**src/rtl/tfsp_pkg.sv**
```systemverilog
// package for the tagged fifo sample pairer
// holds field widths, the default pairs per batch, tag reset codes and register indices; no dependencies

package tfsp_pkg;

  localparam int TagW      = 5;
  localparam int TagByteW  = 8;
  localparam int PayloadW  = 48;
  localparam int StampW    = 32;
  localparam int AxisW     = 16;
  localparam int CfgIdxW   = 1;

  localparam int PairsPerBatchDef = 10;

  localparam logic [TagW-1:0] AccelTagRst = 5'h02;
  localparam logic [TagW-1:0] StampTagRst = 5'h04;

  typedef enum logic [CfgIdxW-1:0] {
    CfgAccelTag = 1'b0,
    CfgStampTag = 1'b1
  } cfg_reg_e;

endpackage

```
**src/rtl/tfsp_in_if.sv**
```systemverilog
// input channel carrying one tagged fifo word per transaction
// depends on tfsp_pkg

interface tfsp_in_if import tfsp_pkg::*; ();
  logic                valid;
  logic                ready;
  logic [TagByteW-1:0] tag_byte;
  logic [PayloadW-1:0] payload;
  logic                batch_start;

  modport source (output valid, tag_byte, payload, batch_start, input ready);
  modport sink   (input valid, tag_byte, payload, batch_start, output ready);
endinterface

```
**src/rtl/tfsp_out_if.sv**
```systemverilog
// output channel carrying one paired sample per transaction
// depends on tfsp_pkg

interface tfsp_out_if import tfsp_pkg::*; ();
  logic                     valid;
  logic                     ready;
  logic        [StampW-1:0] stamp;
  logic signed [AxisW-1:0]  accel_x;
  logic signed [AxisW-1:0]  accel_y;
  logic signed [AxisW-1:0]  accel_z;

  modport source (output valid, stamp, accel_x, accel_y, accel_z, input ready);
  modport sink   (input valid, stamp, accel_x, accel_y, accel_z, output ready);
endinterface

```
**src/rtl/tfsp_cfg_if.sv**
```systemverilog
// configuration write channel: register index and write data
// depends on tfsp_pkg

interface tfsp_cfg_if import tfsp_pkg::*; ();
  logic               valid;
  logic               ready;
  logic [CfgIdxW-1:0] index;
  logic [TagW-1:0]    data;

  modport source (output valid, index, data, input ready);
  modport sink   (input valid, index, data, output ready);
endinterface

```
**src/rtl/tagged_fifo_sample_pairer_unit.sv**
```systemverilog
// tagged fifo word parser pairing accelerometer and timestamp words
// depends on tfsp_pkg, tfsp_in_if, tfsp_out_if, tfsp_cfg_if
// a pair with a nonzero stamp is registered, valid the cycle after its last word
// one word per cycle unless a held output waits; it frees when the sink takes it
// reset: tags return to 2 and 4, pairing flags, pair count and output valid clear

module tagged_fifo_sample_pairer_unit import tfsp_pkg::*; #(
  parameter int PAIRS_PER_BATCH = PairsPerBatchDef
) (
  input  logic        clk_i,
  input  logic        rst_ni,
  tfsp_in_if.sink     in_i,
  tfsp_cfg_if.sink    cfg_i,
  tfsp_out_if.source  out_o
);

  localparam int CntW = $clog2(PAIRS_PER_BATCH + 1);
  localparam logic [CntW-1:0] CntCap = CntW'(PAIRS_PER_BATCH);

  logic [TagW-1:0]     accel_tag_q, stamp_tag_q;
  logic                have_accel_q, have_accel_d;
  logic                have_stamp_q, have_stamp_d;
  logic [CntW-1:0]     pairs_q, pairs_d, cnt;
  logic [PayloadW-1:0] held_axes_q, axes;
  logic [StampW-1:0]   held_stamp_q, stamp;
  logic [TagW-1:0]     tag;
  logic                is_accel, is_stamp, have_a, have_s, pair, emit, accept;
  logic                out_valid_q;
  logic [StampW-1:0]   out_stamp_q;
  logic [PayloadW-1:0] out_axes_q;

  assign cfg_i.ready = 1'b1;

  always_ff @(posedge clk_i or negedge rst_ni) begin
    if (!rst_ni) begin
      accel_tag_q <= AccelTagRst;
      stamp_tag_q <= StampTagRst;
    end else if (cfg_i.valid) begin
      unique case (cfg_reg_e'(cfg_i.index))
        CfgAccelTag: accel_tag_q <= cfg_i.data;
        CfgStampTag: stamp_tag_q <= cfg_i.data;
        default: ;
      endcase
    end
  end

  // word decode and pairing
  assign tag      = in_i.tag_byte[TagByteW-1 -: TagW];
  assign is_accel = (tag == accel_tag_q);
  assign is_stamp = !is_accel && (tag == stamp_tag_q);
  assign have_a   = is_accel || (have_accel_q && !in_i.batch_start);
  assign have_s   = is_stamp || (have_stamp_q && !in_i.batch_start);
  assign cnt      = in_i.batch_start ? '0 : pairs_q;
  assign axes     = is_accel ? in_i.payload : held_axes_q;
  assign stamp    = is_stamp ? in_i.payload[StampW-1:0] : held_stamp_q;
  assign pair     = have_a && have_s && (cnt < CntCap);
  assign emit     = pair && (stamp != '0);

  assign in_i.ready = !out_valid_q || out_o.ready;
  assign accept     = in_i.valid && in_i.ready;

  always_comb begin
    have_accel_d = have_a && !pair;
    have_stamp_d = have_s && !pair;
    pairs_d      = pair ? cnt + 1'b1 : cnt;
  end

  always_ff @(posedge clk_i or negedge rst_ni) begin
    if (!rst_ni) begin
      have_accel_q <= 1'b0;
      have_stamp_q <= 1'b0;
      pairs_q      <= '0;
    end else if (accept) begin
      have_accel_q <= have_accel_d;
      have_stamp_q <= have_stamp_d;
      pairs_q      <= pairs_d;
    end
  end

  always_ff @(posedge clk_i) begin
    if (accept) begin
      held_axes_q  <= axes;
      held_stamp_q <= stamp;
    end
    if (accept && emit) begin
      out_stamp_q <= stamp;
      out_axes_q  <= axes;
    end
  end

  always_ff @(posedge clk_i or negedge rst_ni) begin
    if (!rst_ni) begin
      out_valid_q <= 1'b0;
    end else if (accept && emit) begin
      out_valid_q <= 1'b1;
    end else if (out_o.ready) begin
      out_valid_q <= 1'b0;
    end
  end

  assign out_o.valid   = out_valid_q;
  assign out_o.stamp   = out_stamp_q;
  assign out_o.accel_x = out_axes_q[AxisW-1:0];
  assign out_o.accel_y = out_axes_q[2*AxisW-1:AxisW];
  assign out_o.accel_z = out_axes_q[3*AxisW-1:2*AxisW];

  a_cap: assert property (@(posedge clk_i) disable iff (!rst_ni)
    pairs_q <= CntCap)
    else $error("pair count above cap");

  a_emit: assert property (@(posedge clk_i) disable iff (!rst_ni)
    accept && emit |=> out_valid_q)
    else $error("sample lost");

  a_nonzero: assert property (@(posedge clk_i) disable iff (!rst_ni)
    out_valid_q |-> out_stamp_q != '0)
    else $error("zero stamp emitted");

  a_clear: assert property (@(posedge clk_i) disable iff (!rst_ni)
    accept && pair |=> !have_accel_q && !have_stamp_q)
    else $error("flags not cleared after pair");

endmodule
```
**src/flat_wrapper.sv**
```systemverilog
// flat-port wrapper written by rule: the top's interface ports become plain ports
module tagged_fifo_sample_pairer_unit_flat import tfsp_pkg::*;
#(
  parameter int PAIRS_PER_BATCH = PairsPerBatchDef
)
  (clk_i, rst_ni, in_i_valid, in_i_tag_byte, in_i_payload, in_i_batch_start, in_i_ready, cfg_i_valid, cfg_i_index, cfg_i_data, cfg_i_ready, out_o_valid, out_o_stamp, out_o_accel_x, out_o_accel_y, out_o_accel_z, out_o_ready);
  tfsp_in_if in_i_i ();
  tfsp_cfg_if cfg_i_i ();
  tfsp_out_if out_o_i ();
  input  logic clk_i;
  input  logic rst_ni;
  input wire logic [$bits(in_i_i.valid)-1:0] in_i_valid;
  input wire logic [$bits(in_i_i.tag_byte)-1:0] in_i_tag_byte;
  input wire logic [$bits(in_i_i.payload)-1:0] in_i_payload;
  input wire logic [$bits(in_i_i.batch_start)-1:0] in_i_batch_start;
  output wire logic [$bits(in_i_i.ready)-1:0] in_i_ready;
  input wire logic [$bits(cfg_i_i.valid)-1:0] cfg_i_valid;
  input wire logic [$bits(cfg_i_i.index)-1:0] cfg_i_index;
  input wire logic [$bits(cfg_i_i.data)-1:0] cfg_i_data;
  output wire logic [$bits(cfg_i_i.ready)-1:0] cfg_i_ready;
  output wire logic [$bits(out_o_i.valid)-1:0] out_o_valid;
  output wire logic [$bits(out_o_i.stamp)-1:0] out_o_stamp;
  output wire logic [$bits(out_o_i.accel_x)-1:0] out_o_accel_x;
  output wire logic [$bits(out_o_i.accel_y)-1:0] out_o_accel_y;
  output wire logic [$bits(out_o_i.accel_z)-1:0] out_o_accel_z;
  input wire logic [$bits(out_o_i.ready)-1:0] out_o_ready;
  assign in_i_i.valid = in_i_valid;
  assign in_i_i.tag_byte = in_i_tag_byte;
  assign in_i_i.payload = in_i_payload;
  assign in_i_i.batch_start = in_i_batch_start;
  assign in_i_ready = in_i_i.ready;
  assign cfg_i_i.valid = cfg_i_valid;
  assign cfg_i_i.index = cfg_i_index;
  assign cfg_i_i.data = cfg_i_data;
  assign cfg_i_ready = cfg_i_i.ready;
  assign out_o_valid = out_o_i.valid;
  assign out_o_stamp = out_o_i.stamp;
  assign out_o_accel_x = out_o_i.accel_x;
  assign out_o_accel_y = out_o_i.accel_y;
  assign out_o_accel_z = out_o_i.accel_z;
  assign out_o_i.ready = out_o_ready;
  tagged_fifo_sample_pairer_unit #(.PAIRS_PER_BATCH(PAIRS_PER_BATCH)) u_core (.clk_i(clk_i), .rst_ni(rst_ni), .in_i(in_i_i), .cfg_i(cfg_i_i), .out_o(out_o_i));
endmodule
```
**config.mk**
```make
export PLATFORM = sky130hd
export DESIGN_NAME = tagged_fifo_sample_pairer_unit_flat
export DESIGN_NICKNAME = d
export VERILOG_FILES = /design/src/rtl/tfsp_pkg.sv /design/src/rtl/tfsp_in_if.sv /design/src/rtl/tfsp_out_if.sv /design/src/rtl/tfsp_cfg_if.sv /design/src/rtl/tagged_fifo_sample_pairer_unit.sv /design/src/flat_wrapper.sv
export SDC_FILE = /design/constraint.sdc
export NUM_CORES = 1
export LEC_CHECK = 0
export CELL_PAD_IN_SITES_DETAIL_PLACEMENT = 0
export CELL_PAD_IN_SITES_GLOBAL_PLACEMENT = 1
export CORE_ASPECT_RATIO = 1.1
export CORE_MARGIN = 5
export CORE_UTILIZATION = 57
export CTS_CLUSTER_SIZE = 8
export DETAILED_ROUTE_END_ITERATION = 7
export DONT_BUFFER_PORTS = 1
export GPL_TIMING_DRIVEN = 1
export PLACE_DENSITY = 0.91
export SYNTH_ARGS = -nofsm -noshare
export SYNTH_HDL_FRONTEND = slang
export SYNTH_SLANG_ARGS = --single-unit
export TNS_END_PERCENT = 1
```
**constraint.sdc**
```tcl
create_clock -name clk_i -period 12.8 [get_ports clk_i]
set_input_delay 0 -clock clk_i [delete_from_list [all_inputs] [get_ports clk_i]]
set_output_delay 0 -clock clk_i [all_outputs]
set_load 0.02 [all_outputs]
```
# == After elaboration in Yosys (flattened, before gate mapping) ==
# Index checks and enable logic that the tools add are counted.
# op_classes
add_sub_neg,1
mul,0
div,0
magnitude_cmp,1
eq_ne,2
shift,0
mux,6
bitwise,1
n_reduce_logical,21
# ops
cell,count
$mux 48,1
$mux 32,1
$reduce_bool 32->1,1
$eq 5x5->1,2
$logic_and 1x1->1,10
$mux 4,2
$add 4x1->4 const B,1
$logic_not 1->1,4
$lt 4x4->1 const B,1
$reduce_and 2->1,2
$logic_or 1x1->1,3
$mux 1,2
$reduce_bool 2->1,1
$not 1->1,1
# word_totals
register_bits,177
latchBits,0
mem_bits_rw,0
rom_bits,0
in_bits,68
wordCells,42
memories,0

# == Logic depth before layout (Yosys ltp) ==
# Gate-level depths: netlist (run 1).
# logic_depth
ltp_word,9
depth_mapped,8

# == Worst setup path before layout (run 1) ==
# Ideal clock, no wire load.
# synth_path
path_type,reg-to-reg
start,register u_core.stamp_tag_q[0]
end,"register u_core.out_axes_q[0], enable pin"
setup_time_ps,519
arrival_ps,4727
t_required_ps,12281
setup_slack_ps,7554
stages_incl_launch_ff,8
path_buffers,1
period_less_slack_ps,5246
path_cell_list,dfrtp_1 -> xor2_1 -> nor3_2 -> o211ai_2 -> buf_6 -> a211oi_2 -> o311ai_1 -> nor2_1
# synth_between
elab_chain_cells,7
elab_cells_between_ends,9
cone_classes,eq/ne: 1; mux: 1; reduce/logical: 7
# synth_rtl
element,line_no,text
start: declaration,tagged_fifo_sample_pairer_unit.sv:20,"logic [TagW-1:0] accel_tag_q, stamp_tag_q;"
start signal: assignment,tagged_fifo_sample_pairer_unit.sv:37,stamp_tag_q <= StampTagRst;
start signal: assignment,tagged_fifo_sample_pairer_unit.sv:41,CfgStampTag: stamp_tag_q <= cfg_i.data;
$eq 5x5->1 (*),tagged_fifo_sample_pairer_unit.sv:50,assign is_stamp = !is_accel && (tag == stamp_tag_q);
$logic_and 1x1->1 (*),tagged_fifo_sample_pairer_unit.sv:50,
"parallel branches: the longest is 3 deep, another holds $mux 32",n/a,
$logic_and 1x1->1 (*),tagged_fifo_sample_pairer_unit.sv:57,assign emit = pair && (stamp != '0);
$logic_and 1x1->1 (*),tagged_fifo_sample_pairer_unit.sv:85,if (accept && emit) begin
end signal: assignment,tagged_fifo_sample_pairer_unit.sv:87,out_axes_q <= axes;
end: declaration,tagged_fifo_sample_pairer_unit.sv:30,logic [PayloadW-1:0] out_axes_q;
# Mark *: on every way between the ends.
# A chain may end at the register's enable or synchronous reset.

# == Final worst setup path (run 1) ==
# layout_path
start,register u_core.accel_tag_q[1]
end,"register u_core.out_axes_q[37], enable pin"
# layout_between
elab_chain_cells,8
elab_cells_between_ends,11
cone_classes,eq/ne: 1; mux: 1; reduce/logical: 9
# layout_rtl
element,line_no,text
start: declaration,tagged_fifo_sample_pairer_unit.sv:20,
start signal: assignment,tagged_fifo_sample_pairer_unit.sv:36,accel_tag_q <= AccelTagRst;
start signal: assignment,tagged_fifo_sample_pairer_unit.sv:40,CfgAccelTag: accel_tag_q <= cfg_i.data;
$eq 5x5->1 (*),tagged_fifo_sample_pairer_unit.sv:49,assign is_accel = (tag == accel_tag_q);
"parallel branches: the longest is 5 deep, another holds $mux 32",n/a,
$logic_and 1x1->1 (*),tagged_fifo_sample_pairer_unit.sv:57,
$logic_and 1x1->1 (*),tagged_fifo_sample_pairer_unit.sv:85,
# Marks and branches as above.

==> flow_summary.toml, run 1 <==
[placement]
numPortBuffers = 0
dpl_cell_area_um2 = 7013
dpl_worst_slack_ps = 8952
gp_congestion = 0.7886
place_hpwl_um = 8719

[logic_synthesis]
synth.area.top_cells = "edfxtp_1 (70%), mux2_2 (15%), dfrtp_1 (5.5%)"
synthArstFlopShare = 0.09605
yosys.area.top_type = "edfxtp_1"
synth.distinct_cells = 39
syn_inst = 361
yosysWarnings = 0
ys_ff_latch = 177
syn-cell-area_um2 = 6839
ys.flop_type = "edfxtp_1"
yosysTopAreaCellShare = 0.7025
synth_nets = 430
seq_area_frac_synth = 0.7651
synth_enable_flop_cells = 160
syn_avg_cell_area_um2 = 18.94

[setup_path]
critPathLaunchType = "flop"
rr_startpoint = "u_core.accel_tag_q[1]$_DFFE_PN1P_"
end_kind = "flop"
critPathArrivalTime_ps = 3850
rrSetupSlack_ps = 8990
crit_fanout = 41
critical_path_class = "reg2reg"
r2r-end = "u_core.out_axes_q[37]$_DFFE_PP_"
reg2reg_depth = 7
crit_required_ps = 12840

[drt]
drt_iter0_markers = 287
first_pass_iters = 4
drcViolationCount = 0
wirelength_um = 13720
wire_per_inst_um = 22.98
ant_nets = 0
vias_per_cell = 5.839
via_count = 3486

[floorplan]
core_um2 = 11880
die_h_um = 124.9
ios = 151
dieArea_um2 = 14290
rows = 42
die_w_um = 114.4
start_util = 0.5759

[timing]
maxSlewViolCount = 0
fin_ws_ps = 8994
period_needed_ps = 3806
period_share = 0.2973
finalHoldViolations = 0
grt_setup_unrepaired = "no"
clock.fmax_mhz = 262.8
setup_tns_ps = 0
worst_pin_slew_ps = 1132
timing.hold.ws_ps = 7.149
max_slew_margin = 0.2436
skew_ps = 20.43
setup_viol = 0

[clocking]
clk_path_buf_depth = 2
clk_pin_slew_ps = 60
clock_sinks = 177
cts_made_buffers = 17
clkLatencyLatePin_ps = 420
cts_resized = 0
cts_tree = "built"
cts_root_buf = "clkbuf_16"
htree_levels = 4

[power]
p_leak_uw = 0.002763
power.density_nw_per_um2 = 155.6
ir_drop_mv = 0.08546

[min_path]
holdPathStages = 2
worstHoldStart = "cfg_i_valid"
hp-class = "in2reg"
holdPathEnd = "u_core.stamp_tag_q[3]$_DFFE_PN0P_"

[finish]
n_antenna_cell = 0
synthToLayoutAreaGrowth_pct = 19.17
nets = 500
fin_area_um2 = 8150
layout-drive-gt1-share = 0.3047

[global_route]
grt_max_degree = 46
track_usage = 0.1953
grt_pass1_wl_um = 21070
grt_overflow = 0
antenna_found_initial = 0
grt_pass1_vias = 3751

[outcome]
status = "finished, final reports clean"

[job]
drv_cap = 0
==> layer usage <==
layer | vias up | wire length (um) | GRT usage
li1 | 1561 | - | -
met1 | 1777 | 5553 | 0.2492
met2 | 139 | 6939 | 0.3162
met3 | 9 | 1114 | 0.06511
met4 | 0 | 114 | 0.06080
met5 | - | 0 | 0
==> cells in the mapped netlist (all sizes together), types with 2 or more instances <==
library cell  instances
nand2                 9
mux2                 90
dfstp                 2
xor2                  5
nor2                  9
dfrtp                15
nand3                 2
nor4                 16
nand4                 4
a21oi                 4
o21ai                 5
edfxtp              160
buf                  10
nor2b                 3
inv                   3
nor3                  2
xnor2                 5
==> final cells by class <==
| type | count | area (um2) |
|---|---|---|
| flip-flops and latches | 177 | 5233 |
| clock inverters | 14 | 131.4 |
| fillers | 788 | 3726 |
| clock buffers | 17 | 425.4 |
| well taps | 154 | 192.7 |
| repair buffers | 62 | 610.6 |
| inverters | 4 | 16.27 |
| multi-input cells | 169 | 1541 |
==> power by group <==
group	switching [uW]	total [uW]	internal, uW
registers	14.5	688	673
clock network	213	483	270
logic	47.1	97.4	50.3
==> how the worst max path moves through the flow <==
| stage | from | endpoint | depth (start not counted) |
|---|---|---|---|
| 3_3_place_gp | u_core.accel_tag_q[1]$_DFFE_PN1P_ | u_core.out_axes_q[6]$_DFFE_PP_ | 7 |
| 3_5_place_dp | u_core.accel_tag_q[1]$_DFFE_PN1P_ | u_core.out_axes_q[4]$_DFFE_PP_ | 7 |
| 4_1_cts | u_core.accel_tag_q[1]$_DFFE_PN1P_ | u_core.out_axes_q[29]$_DFFE_PP_ | 7 |
| 5_1_grt | u_core.accel_tag_q[1]$_DFFE_PN1P_ | u_core.out_axes_q[37]$_DFFE_PP_ | 7 |
| 6_report | u_core.accel_tag_q[1]$_DFFE_PN1P_ | u_core.out_axes_q[37]$_DFFE_PP_ | 7 |
| 2_1_floorplan | u_core.stamp_tag_q[0]$_DFFE_PN0P_ | u_core.out_axes_q[0]$_DFFE_PP_ | 7 |
==> metrics by stage <==
| stage | total power [uW] | utilization | instances |
|---|---|---|---|
| after floorplan | 760.0 | - | 361 |
| after global placement | 771.9 | 0.5905 | 508 |
| after detailed placement | 779.1 | 0.5905 | 508 |
| after CTS | 1281 | 0.6863 | 597 |
| after global routing | 1319 | 0.6863 | 597 |
| final | 1268 | 0.6863 | 597 |
==> state kept, by name (all words and copies together) (netlist names) <==
signal,flops
u_core.held_axes_q,48
u_core.out_axes_q,48
u_core.held_stamp_q,32
u_core.out_o.stamp,32
u_core.accel_tag_q,5
u_core.stamp_tag_q,5
u_core.pairs_q,4
u_core.have_accel_q,1
u_core.have_stamp_q,1
u_core.out_o.valid,1
==> cell usage in the layout, fill, tap and decap left out, types with 5 or more instances in the layout <==
cell type / netlist / routed
edfxtp_1: 160 / 160
mux2_2: 90 / 90
dlygate4sd3_1: 0 / 58
clkbuf_16: 0 / 17
nor4_1: 16 / 16
dfrtp_1: 15 / 15
nand2_1: 9 / 9
nor2_1: 9 / 7
xnor2_1: 5 / 5
xor2_1: 5 / 5
==> cell families after synthesis <==
kind of cell | share of synthesized area
DFF | 0.7651
muxes | 0.1497
and+or+nand+nor | 0.03787
AOI/OAI and AO/OA | 0.01921
buffers and inverters | 0.01299
xor gates and xnor gates | 0.01281
adders and majority gates | 0.001829
other | 0.0005483
==> worst max-delay path, stage by stage (launching register included) <==
cell      delay (ps)
dfstp_2          540
xnor2_1          110
nand3_1          220
o211ai_4         220
buf_4            470
o311ai_1         300
nor2_4           910
buf_4            610
==> timing repair <==
action,4_1_cts,5_1_grt
setup buffers,0,0
hold endpoints to repair,194,0
hold buffers,58,0
Note: power is estimated with default switching activity, not from simulation.
==> run 2, diff against run 1 <==
--- a/config.mk
+++ b/config.mk
@@ -9,12 +9,12 @@
 export CELL_PAD_IN_SITES_GLOBAL_PLACEMENT = 1
 export CORE_ASPECT_RATIO = 1.1
 export CORE_MARGIN = 5
-export CORE_UTILIZATION = 57
+export CORE_UTILIZATION = 53
 export CTS_CLUSTER_SIZE = 8
 export DETAILED_ROUTE_END_ITERATION = 7
 export DONT_BUFFER_PORTS = 1
 export GPL_TIMING_DRIVEN = 1
-export PLACE_DENSITY = 0.91
+export PLACE_DENSITY = 0.86
 export SYNTH_ARGS = -nofsm -noshare
 export SYNTH_HDL_FRONTEND = slang
 export SYNTH_SLANG_ARGS = --single-unit
==> constraint.sdc (replaced) <==
create_clock -name clk_i -period 3.6 [get_ports clk_i]
set_input_delay 0 -clock clk_i [delete_from_list [all_inputs] [get_ports clk_i]]
set_output_delay 0 -clock clk_i [all_outputs]
set_load 0.02 [all_outputs]
==> flow_summary.toml, run 2 (synthesis gave the netlist of run 1 again) <==
[clocking]
clk_pin_slew_ps = 60
clock_sinks = 177
cts_root_buf = "clkbuf_16"
clk_path_buf_depth = 2
cts_tree = "built"
cts_resized = 0
htree_levels = 4
cts_made_buffers = 17
clkLatencyLatePin_ps = 420

[timing]
setup_viol = 0
period_share = 0.7340
clock.fmax_mhz = 378.5
grt_setup_unrepaired = "no"
timing.hold.ws_ps = 42.62
finalHoldViolations = 0
skew_ps = 8.933
fin_ws_ps = 957.7
maxSlewViolCount = 0
max_slew_margin = 0.4507
period_needed_ps = 2642
worst_pin_slew_ps = 821.2

[setup_path]
critPathArrivalTime_ps = 2690
reg2reg_depth = 7
critical_path_class = "reg2reg"
crit_fanout = 44
worst-path-buf-inv = 1
cp_slowest_cell = "dfstp_2"
end_kind = "flop"
critPathTopFamily = "compound AO/OA/AOI/OAI gates"
critical_path.cell_chain = "xnor2_1, nand3_1, a2bb2oi_1, a211oi_2, o311ai_1, nor2_4, buf_4"
r2r-end = "u_core.out_axes_q[36]$_DFFE_PP_"
crit_required_ps = 3650
rrSetupSlack_ps = 960
slowest_delay_ps = 540
critPathLaunchType = "flop"
rr_startpoint = "u_core.accel_tag_q[1]$_DFFE_PN1P_"

[placement]
place_hpwl_um = 8443
dpl_worst_slack_ps = 955.1
dpl.cell_count = 513
gp_congestion = 0.7018
numPortBuffers = 0

[drt]
wire_per_inst_um = 22.59
drt_iter0_markers = 193
vias_per_cell = 5.767
first_pass_iters = 4
drcViolationCount = 0
via_count = 3495
ant_nets = 0
wirelength_um = 13690

[power]
p_int_uw = 3461
switching_share = 0.2160
clkPwrFrac = 0.366
p_leak_uw = 0.002765
pwr-share-comb = 0.080
power.density_nw_per_um2 = 539.4
p_seq_frac = 0.554
ir_drop_mv = 0.3823
switchingPower_uw = 953.3

[finish]
final_common_cell = "edfxtp_1"
utilization = 0.6473
final_cells = 606
top_regs = "u_core.held_axes_q: 48 flops, u_core.out_axes_q: 48 flops"
n_antenna_cell = 0
synthToLayoutAreaGrowth_pct = 19.67
final_cell_mix = "edfxtp_1 (160), mux2_2 (90), dlygate4sd3_1 (62)"
layout-drive-gt1-share = 0.2984
nets = 506

[floorplan]
dieArea_um2 = 15280
rows = 43
die_h_um = 129.1
start_util = 0.5409
die_w_um = 118.3
core_um2 = 12640
ios = 151

[global_route]
grt_pass1_wl_um = 21020
antenna_found_initial = 0
grt_pass1_vias = 3723
track_usage = 0.1823
grt_max_degree = 50
grtUsageMet3 = 0.06111
met2_usage = 0.3078
grt_busiest_layer = "met2"
met1_usage = 0.2113
grt_overflow = 0

[min_path]
hp-class = "in2reg"
holdPathEnd = "u_core.accel_tag_q[2]$_DFFE_PN0P_"
worstHoldStart = "cfg_i_valid"
holdPathStages = 2

[job]
drv_cap = 0

[outcome]
status = "finished, final reports clean"
## run 2: metal layers
| metal | wire [um] | part of all wire | up-vias |
|---|---|---|---|
| met5 | 0 | 0 | - |
| met4 | 403 | 0.029 | 0 |
| met3 | 889 | 0.065 | 27 |
| met2 | 7034 | 0.51 | 120 |
| met1 | 5362 | 0.39 | 1777 |
| li1 | - | - | 1571 |
## run 2: how the worst max path moves through the flow
stage                                 endpoint  slack [ps]                               from  depth (start not counted)
3_5_place_dp    u_core.out_axes_q[1]$_DFFE_PP_         960  u_core.accel_tag_q[1]$_DFFE_PN1P_                          7
4_1_cts        u_core.out_axes_q[36]$_DFFE_PP_         940  u_core.accel_tag_q[1]$_DFFE_PN1P_                          7
3_3_place_gp    u_core.out_axes_q[2]$_DFFE_PP_         990  u_core.accel_tag_q[1]$_DFFE_PN1P_                          7
2_1_floorplan    u_core.pairs_q[1]$_DFFE_PN0P_        -140     u_core.out_o.valid$_DFFE_PN0P_                          5
6_report       u_core.out_axes_q[36]$_DFFE_PP_         960  u_core.accel_tag_q[1]$_DFFE_PN1P_                          7
5_1_grt        u_core.out_axes_q[36]$_DFFE_PP_         840  u_core.accel_tag_q[1]$_DFFE_PN1P_                          7
## run 2: timing repair
item                      CTS  global route
setup buffers               0             0
hold buffers               62             0
hold endpoints to repair  194             0
## run 2: worst reg2reg max path: cells and delay by family (launching register included)
kind | cells | cell delay (ps)
xor gates and xnor gates | 1 | 110
AOI/OAI and AO/OA | 3 | 750
DFF | 1 | 540
buffers and inverters | 1 | 500
and+or+nand+nor | 2 | 360
## run 2: power groups by stage
stage                     registers (uW)  clock network (uW)  logic [uW]
final                               2450                1620         352
after global routing                2450                1760         384
after CTS                           2440                1660         352
after detailed placement            2490                   0         278
after global placement              2480                   0         266
after floorplan                     2470                   0         229
## run 2: layout make-up
class / count / area (um2)
Multi-Input combinational cell: 169 / 1541
Sequential cell: 177 / 5233
Tap cell: 157 / 196.4
Clock inverter: 12 / 86.33
Timing Repair Buffer: 68 / 678.2
Clock buffer: 19 / 432.9
Inverter: 4 / 16.27
Fill cell: 902 / 4459
## run 2: metrics by stage
stage	TNS [ps]	power (uW)	cell area, um2
2_1_floorplan	-142.8	2702	6847
3_3_place_gp	0	2747	7044
5_1_grt	0	4599	8184
6_report	0	4414	8184
3_5_place_dp	0	2766	7044
4_1_cts	0	4458	8184
==> run 3, diff against run 2 <==
--- a/config.mk
+++ b/config.mk
@@ -9,12 +9,12 @@
 export CELL_PAD_IN_SITES_GLOBAL_PLACEMENT = 1
 export CORE_ASPECT_RATIO = 1.1
 export CORE_MARGIN = 5
-export CORE_UTILIZATION = 53
+export CORE_UTILIZATION = 47
 export CTS_CLUSTER_SIZE = 8
 export DETAILED_ROUTE_END_ITERATION = 7
 export DONT_BUFFER_PORTS = 1
 export GPL_TIMING_DRIVEN = 1
-export PLACE_DENSITY = 0.86
+export PLACE_DENSITY = 0.81
 export SYNTH_ARGS = -nofsm -noshare
 export SYNTH_HDL_FRONTEND = slang
 export SYNTH_SLANG_ARGS = --single-unit
==> constraint.sdc (replaced) <==
create_clock -name clk_i -period 2.18 [get_ports clk_i]
set_input_delay 0 -clock clk_i [delete_from_list [all_inputs] [get_ports clk_i]]
set_output_delay 0 -clock clk_i [all_outputs]
set_load 0.02 [all_outputs]
==> flow_summary.toml, run 3 (synthesis gave the netlist of run 1 again) <==
[min_path]
holdPathStages = 3
holdPathEnd = "u_core.pairs_q[0]$_DFFE_PN0P_"
worstHoldStart = "in_i_valid"
hp-class = "in2reg"

[power]
power.density_nw_per_um2 = 923.9
p_leak_uw = 0.002915
p_total_uw = 7898
ir_drop_mv = 0.4316

[placement]
dpl.cell_count = 560
gp_congestion = 0.7641
numPortBuffers = 0
place_hpwl_um = 9190

[global_route]
grt_pass1_vias = 3819
grt_pass1_wl_um = 22260
grt_max_degree = 83
grt_overflow = 0
antenna_found_initial = 0
track_usage = 0.1736

[setup_path]
cp_slowest_cell = "dfstp_2"
slowest_delay_ps = 540
r2r-end = "u_core.out_axes_q[13]$_DFFE_PP_"
cpMostUsedCell = "buf_12"
cp-startpoint = "u_core.accel_tag_q[1]$_DFFE_PN1P_"
crit_fanout = 21
reg2reg_depth = 9
critPathArrivalTime_ps = 2290
end_kind = "flop"
critPathLaunchType = "flop"
rrSetupSlack_ps = 20
crit_required_ps = 2310
rr_startpoint = "u_core.accel_tag_q[1]$_DFFE_PN1P_"
critical_path.cell_chain = "xnor2_1, nand3_1, buf_4, o211ai_4, a211oi_2, o311ai_2, nor2_4, buf_12, buf_12"
critical_path_class = "reg2reg"

[timing]
worst_pin_slew_ps = 784.2
setup_viol = 0
max_slew_margin = 0.4755
maxSlewViolCount = 0
skew_ps = 7.260
period_needed_ps = 2162
timing.hold.ws_ps = 24.49
finalHoldViolations = 0
grt_setup_unrepaired = "yes"
period_share = 0.9917
clock.fmax_mhz = 462.5

[outcome]
status = "finished, final reports clean"

[finish]
final_cell_mix = "edfxtp_1 (160), mux2_2 (90), dlygate4sd3_1 (63)"
layout-drive-gt1-share = 0.3276
multi_input_area_um2 = 1549
regArea_um2 = 5233
top_regs = "u_core.held_axes_q: 48 flops, u_core.out_axes_q: 48 flops"
final_common_cell = "edfxtp_1"
n_antenna_cell = 0
nets = 521
synthToLayoutAreaGrowth_pct = 24.99
final_cells = 656
num-fill-cells = 1028
utilization = 0.5965

[clocking]
clk_pin_slew_ps = 60
clkLatencyLatePin_ps = 420
cts_tree = "built"
clock_sinks = 177
htree_levels = 4
clk_path_buf_depth = 2
cts_root_buf = "clkbuf_16"
cts_made_buffers = 17

[floorplan]
ios = 151
die_w_um = 125.0
core_um2 = 14330
start_util = 0.4772
rows = 46
dieArea_um2 = 17070
die_h_um = 136.5

[drt]
via_count = 3607
vias_per_cell = 5.498
wire_per_inst_um = 22.08
wirelength_um = 14480
first_pass_iters = 4
drt_iter0_markers = 295
ant_nets = 0
drcViolationCount = 0

[job]
drv_cap = 0
[run 3: cell count changes in the layout (fill, tap and decap cells not counted), moves of 2 or more]
cell        delta
inv_8          +2
buf_4          +7
buf_12         +5
clkbuf_1       -2
bufinv_16      +4
clkinvlp_4     -2
[run 3: repair_timing]
action	in CTS	in global routing
endpoints found under the setup margin	59	134
pin swaps	2	0
hold buffers	63	0
gates resized for setup	3	0
cloned	1	0
endpoints found under the hold margin	194	0
setup buffers	1	0
[run 3: critical path: cells and delay by family, from the launching register on]
family | cells | cell delay [ps]
XOR/XNOR | 1 | 60
flip-flops | 1 | 540
buffers and inverters | 3 | 450
AND/OR/NAND/NOR | 2 | 250
AO/OA/AOI/OAI | 3 | 550
[run 3: per-layer routing]
| metal | up-vias | track usage | wire length (um) |
|---|---|---|---|
| met5 | - | 0 | 0 |
| met4 | 0 | 0.04880 | 142 |
| met2 | 143 | 0.2920 | 7246 |
| li1 | 1606 | - | - |
| met3 | 12 | 0.06987 | 1201 |
| met1 | 1846 | 0.2093 | 5893 |
[run 3: final cells by class]
type                    instances  area share
multi-input cells             169      0.1812
inverters                       4    0.001903
repair buffers                 83      0.1029
flip-flops and latches        177      0.6121
clock buffers                  17     0.04977
clock inverters                14     0.02400
well taps                     192     0.02810
[run 3: worst max path at each step]
stage	end	slack, ps	depth (start not counted)
floorplan	u_core.out_axes_q[0]$_DFFE_PP_	-830	7
global route	u_core.out_axes_q[16]$_DFFE_PP_	-90	9
global placement	u_core.out_axes_q[35]$_DFFE_PP_	-30	7
detailed placement	u_core.out_axes_q[34]$_DFFE_PP_	-90	7
CTS	u_core.out_axes_q[40]$_DFFE_PP_	10	9
finish	u_core.out_axes_q[13]$_DFFE_PP_	20	9
[run 3: stage by stage]
step                      area (um2)  setup WS, ps  setup TNS, ps
after CTS                       8548         10.19              0
after floorplan                 6855        -831.3         -80120
after detailed placement        7236        -89.78          -3253
final                           8548         18.03              0
after global placement          7236        -30.86         -557.1
after global routing            8548        -93.89          -7694
[run 3: where the power goes]
group	switching (uW)	internal (uW)	total (uW)
Clock	1300	1940	3230
Sequential	85.0	3950	4040
Combinational	289	340	628
